**src/rtl/gtc_pkg.sv**
```systemverilog
// ----------------------------------------------------------------------------
// gtc_pkg: shared types and constants
// Sequencer states, gear and event codes, register indexes and the
// reciprocal constants used by the shared multiplier.
// ----------------------------------------------------------------------------
package gtc_pkg;

    // Sequencer states. The datapath keys its operand select off these.
    typedef enum logic [2:0] {
        ST_IDLE,
        ST_DZ_MUL,
        ST_DZ_DIV,
        ST_MUL1,
        ST_DIV1,
        ST_MUL2,
        ST_DIV2,
        ST_FIN
    } gtc_state_t;

    typedef enum logic [1:0] {
        MODE_TICK    = 2'd0,
        MODE_TOGGLE  = 2'd1,
        MODE_NEUTRAL = 2'd2,
        MODE_ESTOP   = 2'd3
    } gtc_mode_t;

    typedef enum logic [1:0] {
        GEAR_NEUTRAL = 2'd0,
        GEAR_DRIVE   = 2'd1,
        GEAR_REVERSE = 2'd2
    } gtc_gear_t;

    // Which torque equation a tick runs
    typedef enum logic [1:0] {
        PATH_NONE,
        PATH_REGEN,
        PATH_FWD,
        PATH_REV
    } gtc_path_t;

    typedef enum logic [2:0] {
        REG_MAX_DRIVE   = 3'd0,
        REG_MAX_REVERSE = 3'd1,
        REG_MAX_REGEN   = 3'd2,
        REG_DRIVE_CURVE = 3'd3,
        REG_REGEN_CURVE = 3'd4,
        REG_DEADZONE    = 3'd5
    } gtc_reg_idx_t;

    // Field widths
    localparam int TENTHS_W = 10;
    localparam int TORQ_W   = 10;
    localparam int CURVE_W  = 32;
    localparam int DZP_W    = 7;
    localparam int PCT_W    = 8;
    localparam int SPEED_W  = 16;
    localparam int CMD_W    = 13;
    localparam int MAG_W    = 12;  // scaled magnitude, up to 2667 before clamp
    localparam int DZ_W     = 11;  // deadzone threshold, up to 1299
    localparam int ACC_W    = 20;  // widest intermediate (tenths * max torque)
    localparam int OPB_W    = 21;  // widest multiplier constant
    localparam int PROD_W   = ACC_W + OPB_W;
    localparam int Q1000_W  = 11;  // (tenths * torque) / 1000 fits 11 bits

    // x/1000 = (x * RECIP_1000) >> SH_1000, exact for x < 2^20
    localparam logic [OPB_W-1:0] RECIP_1000 = 21'd1073742;
    localparam int               SH_1000    = 30;
    // x/100 = (x * RECIP_100) >> SH_100, exact for x < 2^19
    localparam logic [OPB_W-1:0] RECIP_100  = 21'd671089;
    localparam int               SH_100     = 26;

    localparam logic [MAG_W-1:0]   TORQUE_LIMIT = 12'd2550;
    localparam logic [SPEED_W-1:0] ZONE1_RPM    = 16'd1000;
    localparam logic [SPEED_W-1:0] ZONE2_RPM    = 16'd2000;
    localparam logic [SPEED_W-1:0] ZONE3_RPM    = 16'd4000;

    // Register reset values
    localparam logic [TORQ_W-1:0]  MAX_DRIVE_RST   = 10'd100;
    localparam logic [TORQ_W-1:0]  MAX_REVERSE_RST = 10'd30;
    localparam logic [TORQ_W-1:0]  MAX_REGEN_RST   = 10'd50;
    localparam logic [CURVE_W-1:0] CURVE_RST       = 32'h6464_6464;
    localparam logic [DZP_W-1:0]   DEADZONE_RST    = 7'd2;

    // Operands handed from the sequencer to the arithmetic unit
    typedef struct packed {
        logic [TENTHS_W-1:0] lhs;        // throttle or regen tenths
        logic [TORQ_W-1:0]   rhs;        // selected max torque
        logic [PCT_W-1:0]    pct;        // speed-zone percent
        logic [TORQ_W-1:0]   max_drive;
        logic [DZP_W-1:0]    dz_pct;
    } gtc_opnd_t;

endpackage

```
**src/rtl/gtc_mul_unit.sv**
```systemverilog
// ----------------------------------------------------------------------------
// gtc_mul_unit: shared multiplier datapath
// One multiplier, stepped by the sequencer state, computes the deadzone
// threshold and the scaled torque magnitude; divides by 100 and 1000 are
// reciprocal multiplies.
// ----------------------------------------------------------------------------
module gtc_mul_unit
    import gtc_pkg::*;
(
    input  logic             aclk,
    input  gtc_state_t       state,
    input  gtc_opnd_t        opnd,
    output logic [MAG_W-1:0] mag,
    output logic [DZ_W-1:0]  dz
);

    logic [ACC_W-1:0]  op_a;
    logic [OPB_W-1:0]  op_b;
    logic [PROD_W-1:0] product;
    logic [ACC_W-1:0]  acc_reg, acc_next;
    logic [DZ_W-1:0]   dz_reg, dz_next;

    always_comb begin
        op_a = '0;
        op_b = '0;
        unique case (state)
            ST_DZ_MUL: begin
                op_a = ACC_W'(opnd.max_drive);
                op_b = OPB_W'(opnd.dz_pct);
            end
            ST_MUL1: begin
                op_a = ACC_W'(opnd.lhs);
                op_b = OPB_W'(opnd.rhs);
            end
            ST_MUL2: begin
                op_a = acc_reg;
                op_b = OPB_W'(opnd.pct);
            end
            ST_DIV1: begin
                op_a = acc_reg;
                op_b = RECIP_1000;
            end
            ST_DZ_DIV, ST_DIV2: begin
                op_a = acc_reg;
                op_b = RECIP_100;
            end
            default: ;
        endcase
    end

    assign product = {{OPB_W{1'b0}}, op_a} * {{ACC_W{1'b0}}, op_b};

    always_comb begin
        acc_next = acc_reg;
        dz_next  = dz_reg;
        unique case (state)
            ST_DZ_MUL, ST_MUL1, ST_MUL2: acc_next = product[ACC_W-1:0];
            ST_DZ_DIV: dz_next  = product[SH_100 +: DZ_W];
            ST_DIV1:   acc_next = ACC_W'(product[SH_1000 +: Q1000_W]);
            ST_DIV2:   acc_next = ACC_W'(product[SH_100 +: MAG_W]);
            default: ;
        endcase
    end

    always_ff @(posedge aclk) begin
        acc_reg <= acc_next;
        dz_reg  <= dz_next;
    end

    assign mag = acc_reg[MAG_W-1:0];
    assign dz  = dz_reg;

endmodule

```
**src/rtl/gear_and_torque_command.sv**
```systemverilog
// ----------------------------------------------------------------------------
// gear_and_torque_command: gear selection and torque demand for an e-drive
//
// Input stream (s_*): one event per transfer. s_tuser carries the event kind
// (tick, direction toggle, set neutral, emergency stop); s_tdata carries the
// pedal, lever, speed and battery-permission fields. Output stream (m_*):
// exactly one result per event with torque command, gear, display flag and
// contactor shutdown pulse.
// Config port: cfg_we/cfg_index/cfg_wdata write one register per cycle;
// write only while the block is idle.
// Sequencing: a torque tick steps deadzone, torque and curve multiply/divide
// pairs through one shared 20x21 multiplier, then a finish step that loads
// the output register and raises m_tvalid. Other events and ticks with no
// torque path go from accept straight to the finish step.
// s_tready is high only while the sequencer is idle, so one event is in
// flight at a time. A result waits in the output register; the next event
// can be accepted meanwhile, and its finish step holds until the register
// is free.
// Reset (aresetn low, synchronous): gear neutral, regen allowed, display on,
// torque zero, config registers back to defaults, output empty.
// ----------------------------------------------------------------------------
module gear_and_torque_command
    import gtc_pkg::*;
(
    input  logic        aclk,
    input  logic        aresetn,
    // config write port
    input  logic        cfg_we,
    input  logic [2:0]  cfg_index,
    input  logic [31:0] cfg_wdata,
    // input stream
    input  logic        s_tvalid,
    output logic        s_tready,
    // [9:0] throttle_tenths, [19:10] regen_tenths, [20] brake_pressed,
    // [21] system_ready, [37:22] motor_speed, [38] discharge_allowed,
    // [39] charge_allowed
    input  logic [39:0] s_tdata,
    // [1:0] mode
    input  logic [1:0]  s_tuser,
    // output stream
    output logic        m_tvalid,
    input  logic        m_tready,
    // [12:0] torque_command, [14:13] gear_now, [15] display_enable,
    // [16] contactor_shutdown, [23:17] zero
    output logic [23:0] m_tdata
);

    // ---- input field unpack ----
    logic [TENTHS_W-1:0] thr, rgn;
    logic                brake, ready, discharge, charge;
    logic [SPEED_W-1:0]  speed;
    gtc_mode_t           mode;

    assign thr       = s_tdata[9:0];
    assign rgn       = s_tdata[19:10];
    assign brake     = s_tdata[20];
    assign ready     = s_tdata[21];
    assign speed     = s_tdata[37:22];
    assign discharge = s_tdata[38];
    assign charge    = s_tdata[39];
    assign mode      = gtc_mode_t'(s_tuser);

    // ---- config registers ----
    logic [TORQ_W-1:0]  max_drive_reg, max_reverse_reg, max_regen_reg;
    logic [CURVE_W-1:0] drive_curve_reg, regen_curve_reg;
    logic [DZP_W-1:0]   dz_pct_reg;

    always_ff @(posedge aclk) begin
        if (!aresetn) begin
            max_drive_reg   <= MAX_DRIVE_RST;
            max_reverse_reg <= MAX_REVERSE_RST;
            max_regen_reg   <= MAX_REGEN_RST;
            drive_curve_reg <= CURVE_RST;
            regen_curve_reg <= CURVE_RST;
            dz_pct_reg      <= DEADZONE_RST;
        end else if (cfg_we) begin
            unique case (gtc_reg_idx_t'(cfg_index))
                REG_MAX_DRIVE:   max_drive_reg   <= cfg_wdata[TORQ_W-1:0];
                REG_MAX_REVERSE: max_reverse_reg <= cfg_wdata[TORQ_W-1:0];
                REG_MAX_REGEN:   max_regen_reg   <= cfg_wdata[TORQ_W-1:0];
                REG_DRIVE_CURVE: drive_curve_reg <= cfg_wdata;
                REG_REGEN_CURVE: regen_curve_reg <= cfg_wdata;
                REG_DEADZONE:    dz_pct_reg      <= cfg_wdata[DZP_W-1:0];
                default: ;  // unmapped index, ignored
            endcase
        end
    end

    // ---- block state and sequencer registers ----
    gtc_state_t              state_reg, state_next;
    gtc_gear_t               gear_reg, gear_next;
    logic                    regen_ok_reg, regen_ok_next;
    logic                    display_reg, display_next;
    logic signed [CMD_W-1:0] torque_reg, torque_next;
    gtc_path_t               path_reg, path_next;
    logic                    tick_reg, tick_next;
    logic                    shut_reg, shut_next;
    gtc_opnd_t               opnd_reg, opnd_next;
    logic                    m_tvalid_reg, m_tvalid_next;
    logic [23:0]             m_tdata_reg, m_tdata_next;

    logic              s_fire;
    logic [MAG_W-1:0]  mag;
    logic [DZ_W-1:0]   dz;

    gtc_mul_unit u_mul (
        .aclk  (aclk),
        .state (state_reg),
        .opnd  (opnd_reg),
        .mag   (mag),
        .dz    (dz)
    );

    // ---- accept-time decode of a tick ----
    logic [SPEED_W-1:0] speed_mag;
    logic [1:0]         zone;
    gtc_gear_t          gear_tick;
    logic               regen_path, fwd_path;
    logic [PCT_W-1:0]   drive_pct, regen_pct;

    // |speed|; the most negative value maps to 0x8000, which is correct
    assign speed_mag = speed[SPEED_W-1] ? (~speed + 16'd1) : speed;

    always_comb begin
        if (speed_mag < ZONE1_RPM)      zone = 2'd0;
        else if (speed_mag < ZONE2_RPM) zone = 2'd1;
        else if (speed_mag < ZONE3_RPM) zone = 2'd2;
        else                            zone = 2'd3;
    end

    assign drive_pct  = drive_curve_reg[{zone, 3'b000} +: PCT_W];
    assign regen_pct  = regen_curve_reg[{zone, 3'b000} +: PCT_W];
    // discharge barred forces neutral before the torque is worked out
    assign gear_tick  = discharge ? gear_reg : GEAR_NEUTRAL;
    assign regen_path = (thr < 10'd10) && (rgn > 10'd10) && charge
                        && (gear_tick == GEAR_DRIVE);
    assign fwd_path   = (thr > 10'd10) && !brake && ready
                        && (gear_tick != GEAR_NEUTRAL);

    // ---- finish-step torque: clamp, deadzone, sign ----
    logic [MAG_W-1:0]        mag_sat, mag_dz;
    logic signed [CMD_W-1:0] torque_calc;

    assign mag_sat     = (mag > TORQUE_LIMIT) ? TORQUE_LIMIT : mag;
    assign mag_dz      = (mag_sat < MAG_W'(dz)) ? '0 : mag_sat;
    assign torque_calc = (path_reg == PATH_REGEN || path_reg == PATH_REV)
                         ? -$signed(CMD_W'(mag_dz)) : $signed(CMD_W'(mag_dz));

    assign s_tready = (state_reg == ST_IDLE);
    assign s_fire   = s_tvalid && s_tready;

    always_comb begin
        state_next    = state_reg;
        gear_next     = gear_reg;
        regen_ok_next = regen_ok_reg;
        display_next  = display_reg;
        torque_next   = torque_reg;
        path_next     = path_reg;
        tick_next     = tick_reg;
        shut_next     = shut_reg;
        opnd_next     = opnd_reg;
        m_tvalid_next = m_tvalid_reg && !m_tready;
        m_tdata_next  = m_tdata_reg;

        unique case (state_reg)
            ST_IDLE: begin
                if (s_fire) begin
                    tick_next = 1'b0;
                    shut_next = 1'b0;
                    path_next = PATH_NONE;
                    state_next = ST_FIN;
                    unique case (mode)
                        MODE_TICK: begin
                            tick_next     = 1'b1;
                            gear_next     = gear_tick;
                            if (gear_tick != gear_reg) display_next = 1'b1;
                            regen_ok_next = charge;
                            if (regen_path) begin
                                path_next     = PATH_REGEN;
                                opnd_next.lhs = rgn;
                                opnd_next.rhs = max_regen_reg;
                                opnd_next.pct = regen_pct;
                            end else if (fwd_path) begin
                                path_next     = (gear_tick == GEAR_DRIVE)
                                                ? PATH_FWD : PATH_REV;
                                opnd_next.lhs = thr;
                                opnd_next.rhs = (gear_tick == GEAR_DRIVE)
                                                ? max_drive_reg : max_reverse_reg;
                                opnd_next.pct = drive_pct;
                            end
                            opnd_next.max_drive = max_drive_reg;
                            opnd_next.dz_pct    = dz_pct_reg;
                            if (regen_path || fwd_path) state_next = ST_DZ_MUL;
                        end
                        MODE_TOGGLE: begin
                            if (ready) begin
                                gear_next    = (gear_reg == GEAR_DRIVE)
                                               ? GEAR_REVERSE : GEAR_DRIVE;
                                display_next = 1'b0;
                            end
                        end
                        MODE_NEUTRAL: begin
                            gear_next    = GEAR_NEUTRAL;
                            display_next = 1'b1;
                        end
                        MODE_ESTOP: begin
                            gear_next   = GEAR_NEUTRAL;
                            torque_next = '0;
                            shut_next   = 1'b1;
                        end
                        default: ;
                    endcase
                end
            end
            ST_DZ_MUL: state_next = ST_DZ_DIV;
            ST_DZ_DIV: state_next = ST_MUL1;
            ST_MUL1:   state_next = ST_DIV1;
            ST_DIV1:   state_next = ST_MUL2;
            ST_MUL2:   state_next = ST_DIV2;
            ST_DIV2:   state_next = ST_FIN;
            ST_FIN: begin
                // hold until the output register is free
                if (!m_tvalid_reg || m_tready) begin
                    if (tick_reg) begin
                        torque_next = (path_reg == PATH_NONE) ? '0 : torque_calc;
                    end
                    m_tvalid_next = 1'b1;
                    m_tdata_next  = {7'b0, shut_reg, display_reg, gear_reg,
                                     (tick_reg ? ((path_reg == PATH_NONE)
                                      ? '0 : torque_calc) : torque_reg)};
                    state_next    = ST_IDLE;
                end
            end
            default: state_next = ST_IDLE;
        endcase
    end

    always_ff @(posedge aclk) begin
        if (!aresetn) begin
            state_reg    <= ST_IDLE;
            gear_reg     <= GEAR_NEUTRAL;
            regen_ok_reg <= 1'b1;
            display_reg  <= 1'b1;
            torque_reg   <= '0;
            path_reg     <= PATH_NONE;
            tick_reg     <= 1'b0;
            shut_reg     <= 1'b0;
            m_tvalid_reg <= 1'b0;
        end else begin
            state_reg    <= state_next;
            gear_reg     <= gear_next;
            regen_ok_reg <= regen_ok_next;
            display_reg  <= display_next;
            torque_reg   <= torque_next;
            path_reg     <= path_next;
            tick_reg     <= tick_next;
            shut_reg     <= shut_next;
            m_tvalid_reg <= m_tvalid_next;
        end
    end

    // payload, no reset
    always_ff @(posedge aclk) begin
        opnd_reg    <= opnd_next;
        m_tdata_reg <= m_tdata_next;
    end

    assign m_tvalid = m_tvalid_reg;
    assign m_tdata  = m_tdata_reg;

    // ---- assertions ----
    // regen_ok_reg is kept for the tick semantics; charge permission is
    // applied at accept, so the stored flag must track the last tick.
    a_regen_follows: assert property (@(posedge aclk) disable iff (!aresetn)
        (s_fire && mode == MODE_TICK) |=> (regen_ok_reg == $past(charge)))
        else $error("regen flag did not follow charge permission");

    a_estop: assert property (@(posedge aclk) disable iff (!aresetn)
        (s_fire && mode == MODE_ESTOP) |=>
            (torque_reg == '0 && gear_reg == GEAR_NEUTRAL))
        else $error("emergency stop left torque or gear set");

    a_torque_range: assert property (@(posedge aclk) disable iff (!aresetn)
        (torque_reg <= $signed(13'sd2550)) && (torque_reg >= -$signed(13'sd2550)))
        else $error("torque demand outside limit");

    a_result_src: assert property (@(posedge aclk) disable iff (!aresetn)
        $rose(m_tvalid_reg) |-> $past(state_reg == ST_FIN))
        else $error("result raised outside the finish step");

    a_fin_loads: assert property (@(posedge aclk) disable iff (!aresetn)
        (state_reg == ST_FIN && !m_tvalid_reg) |=> m_tvalid_reg)
        else $error("finish step did not load a free output register");

endmodule

```
**config.mk**
```make
export PLATFORM = sky130hd
export DESIGN_NAME = gear_and_torque_command
export DESIGN_NICKNAME = d
export VERILOG_FILES = /design/src/rtl/gtc_pkg.sv /design/src/rtl/gtc_mul_unit.sv /design/src/rtl/gear_and_torque_command.sv
export SDC_FILE = /design/constraint.sdc
export NUM_CORES = 1
export LEC_CHECK = 0
export BUFFER_PORTS_ARGS = -buffer_cell sky130_fd_sc_hd__buf_2
export CORE_MARGIN = 2
export CORE_UTILIZATION = 26
export DETAILED_ROUTE_END_ITERATION = 12
export PLACE_DENSITY = 0.45
export SETUP_SLACK_MARGIN = 0.02
export SLEW_MARGIN = 0
export SYNTH_ARGS = -nofsm -noshare
export SYNTH_HDL_FRONTEND = slang
export SYNTH_SLANG_ARGS = --single-unit
export TNS_END_PERCENT = 1
```
**constraint.sdc**
```tcl
create_clock -name aclk -period 13 [get_ports aclk]
set_input_delay 0.65 -clock aclk [delete_from_list [all_inputs] [get_ports aclk]]
set_output_delay 0.65 -clock aclk [all_outputs]
set_load 0.02 [all_outputs]
```
==> impl_metrics.env <==
export IMPL_fmax_ghz=0.103
export IMPL_worstSetupEndpointType="flop"
export IMPL_grt_pass1_wl_um=106000
export IMPL_synth_yosys_seq_area_share=0.236
export IMPL_drc=0
export IMPL_area_growth_pct=11.5
export IMPL_min_period_ns=9.73
export IMPL_fp_dieW_um=298
export IMPL_grt_pass1_vias=17700
export IMPL_grt_overflow=0
export IMPL_hpwl_um=54400
export IMPL_tightest_slew_ns=1.21
export IMPL_fin_nets=3108
export IMPL_synthArstFlopShare=0
export IMPL_vias_per_cell=4.62
export IMPL_grt_usage=0.153
export IMPL_cts_tree="done"
export IMPL_ys_flop_type="dfxtp_1"
export IMPL_port_buffers=100
export IMPL_wire_per_inst_um=18.4
export IMPL_powerDensity_nw_per_um2=237
export IMPL_ys_ff_latch=218
export IMPL_cts_max_level=1
export IMPL_crit_top_cell="fa_1"
export IMPL_worstSkewPairLatency_ns=0.58
export IMPL_netlist_instances=2490
export IMPL_utilization=0.293
export IMPL_timing_final_crit_share=0.749
export IMPL_numCtsBuffers=25
export IMPL_largest_register_ffs=45
export IMPL_finalWeightedCongestion=0.923
export IMPL_yosysUniqueCellTypes=69
export IMPL_setup_ws_ns=3.27
export IMPL_boundaryPins=108
export IMPL_synth_edf_count=93
export IMPL_hold_path_class="input pin to flop"
export IMPL_slew_violations=0
export IMPL_critPathRequiredTime_ns=13.32
export IMPL_crit_path_top_delay_cell="o21ai_1"
export IMPL_rows=107
export IMPL_cts_buffer_depth=3
export IMPL_initial_core_util=0.263
export IMPL_num_antenna_cells=0
export IMPL_clkTransAtPathRegs_ns=0.06
export IMPL_cpPeakStageDelay_ns=0.93
export IMPL_drtAntennaViolNets=0
export IMPL_cts_num_sinks=218
export IMPL_vias=17100
export IMPL_dr_pass1_iters=5
export IMPL_rsz0062_at_grt="false"
export IMPL_drt_total_wl_um=68000
export IMPL_cts_repair_resized=0
export IMPL_cp_buffers_inverters=5
export IMPL_cp_max_fo=23
export IMPL_fin_setup_tns_ns=0
export IMPL_worst_ep_arrival_time_ns=10.05
export IMPL_synthesis_area_sq_um=22400
export IMPL_finalSetupViolCount=0
export IMPL_synth_area_per_cell_sq_um=9.01
export IMPL_skew_ns=0.0298
export IMPL_root_buffer="clkbuf_16"
export IMPL_cts_setup_buffers=0
export IMPL_coreArea_sq_um=85300
export IMPL_grt_max_degree=130
export IMPL_crit_path_start_kind="flop"
export IMPL_peakVddDrop_mv=0.118
export IMPL_crit_family="adder cells"
export IMPL_path_class="flop to flop"
export IMPL_dp_slack_ns=3.29
export IMPL_drive_gt1_frac=0.0871
export IMPL_yosysWarnings=0
export IMPL_maxCapViolations=0
export IMPL_hold_viol_final=0
export IMPL_drt_iter0_markers=998
export IMPL_dieArea_sq_um=88600
export IMPL_die_h_um=298
export IMPL_outcome="completed"
export IMPL_leakage_nw=11.6
export IMPL_antenna_found_initial=5
export IMPL_cts_hold_buf=0
export IMPL_relSlewSlack=0.194
[tightest hold or removal path: stages]
cell	delay, ns
buf_2	0.09
nand2_1	0.04
nand3_1	0.06
[logic make-up (layout without fill, tap and decap cells)]
group,Yosys count,in the layout,synth area share
compound gates,350,350,0.104
fa+ha+maj,485,485,0.364
other cells,1,7,0.000167
mux,73,73,0.0338
simple gates,812,812,0.159
flops,218,218,0.236
buf+inv,509,573,0.0876
xor+xnor,42,42,0.0164
[report_power, final]
part	internal, W	switching [W]
logic	0.00162	0.00261
registers	0.000866	0.0000993
clock network	0.000419	0.000313
total	0.00290	0.00302
[synth_stat cells, types with 4 or more instances]
master	count	area (sq um)
xor2_1	15	131
a31o_2	7	61.3
and3_1	12	75.1
o2111ai_1	5	43.8
a211o_1	5	43.8
fa_1	278	5570
o21a_1	19	143
nand4_1	6	37.5
nor2_1	193	724
and2_1	32	200
a221o_1	5	50.1
o21ai_1	14	70.1
inv_1	402	1510
o31ai_1	4	30.0
ha_1	207	2590
dfxtp_1	125	2500
xnor2_1	27	236
a22oi_1	12	90.1
buf_1	5	18.8
o211ai_1	14	105
nand2_1	405	1520
nor3_1	15	75.1
clkbuf_1	90	338
or2_2	8	50.1
o21bai_1	6	45.0
buf_4	7	52.6
o22ai_1	9	56.3
mux2_2	22	248
edfxtp_1	93	2790
a31oi_1	13	81.3
nand2b_1	16	100
nand3_1	60	300
a211oi_1	10	75.1
a21o_1	17	128
mux2i_1	51	510
a21oi_1	64	320
o21ai_0	60	300
a21boi_0	63	473
nor2b_1	39	244
or4_1	7	52.6
[cell usage in the layout (no fill, tap or decap), types with 27 or more instances in the layout]
| cell | count |
|---|---|
| nor2_1 | 192 |
| nor2b_1 | 38 |
| nand2_1 | 405 |
| fa_1 | 278 |
| a21boi_0 | 63 |
| dfxtp_1 | 124 |
| buf_2 | 99 |
| mux2i_1 | 51 |
| o21ai_0 | 60 |
| and2_1 | 32 |
| edfxtp_1 | 93 |
| clkbuf_16 | 27 |
| nand3_1 | 58 |
| a21oi_1 | 64 |
| ha_1 | 207 |
| inv_1 | 402 |
| xnor2_1 | 27 |
[through the flow]
step                power (W)  hold WS, ns  std cells  cell area, sq um
floorplan             0.00394        0.402       2496             22400
global placement      0.00518        0.421       3658             24200
detailed placement    0.00518        0.423       3658             24200
CTS                   0.00597        0.298       3704             25000
global route          0.00654        0.319       3704             25000
finish                0.00593        0.320       3704             25000
[layout make-up]
type | count | area, sq um
clock buffer | 35 | 736
clock inverter | 11 | 106
fill | 9121 | 60300
inverter | 402 | 1510
multi-input combinational | 1769 | 15200
sequential | 218 | 5300
tap | 1144 | 1430
timing repair buffer | 125 | 691
[final timing paths]
kind,startpoint,endpoint,slack (ns),cells past startpoint
worst max-delay path,state_reg[0]$_SDFFE_PN0P_,u_mul.acc_reg[7]$_DFFE_PP_,3.27,26
worst min-delay path,cfg_wdata[10],drive_curve_reg[10]$_SDFFE_PN1P_,0.32,3
worst min register to register,dz_pct_reg[1]$_SDFFE_PN1P_,opnd_reg[1]$_DFFE_PP_,0.42,0
worst max register to register,state_reg[0]$_SDFFE_PN0P_,u_mul.acc_reg[7]$_DFFE_PP_,3.27,26
[per-layer routing]
layer	global-route usage	up-vias	wire length, um
met4	0.0305	10	1410
met2	0.255	391	32100
met5	0	-	66
met3	0.0225	85	3470
met1	0.210	8513	30900
li1	-	8120	-
(Power assumes the default switching activity.)
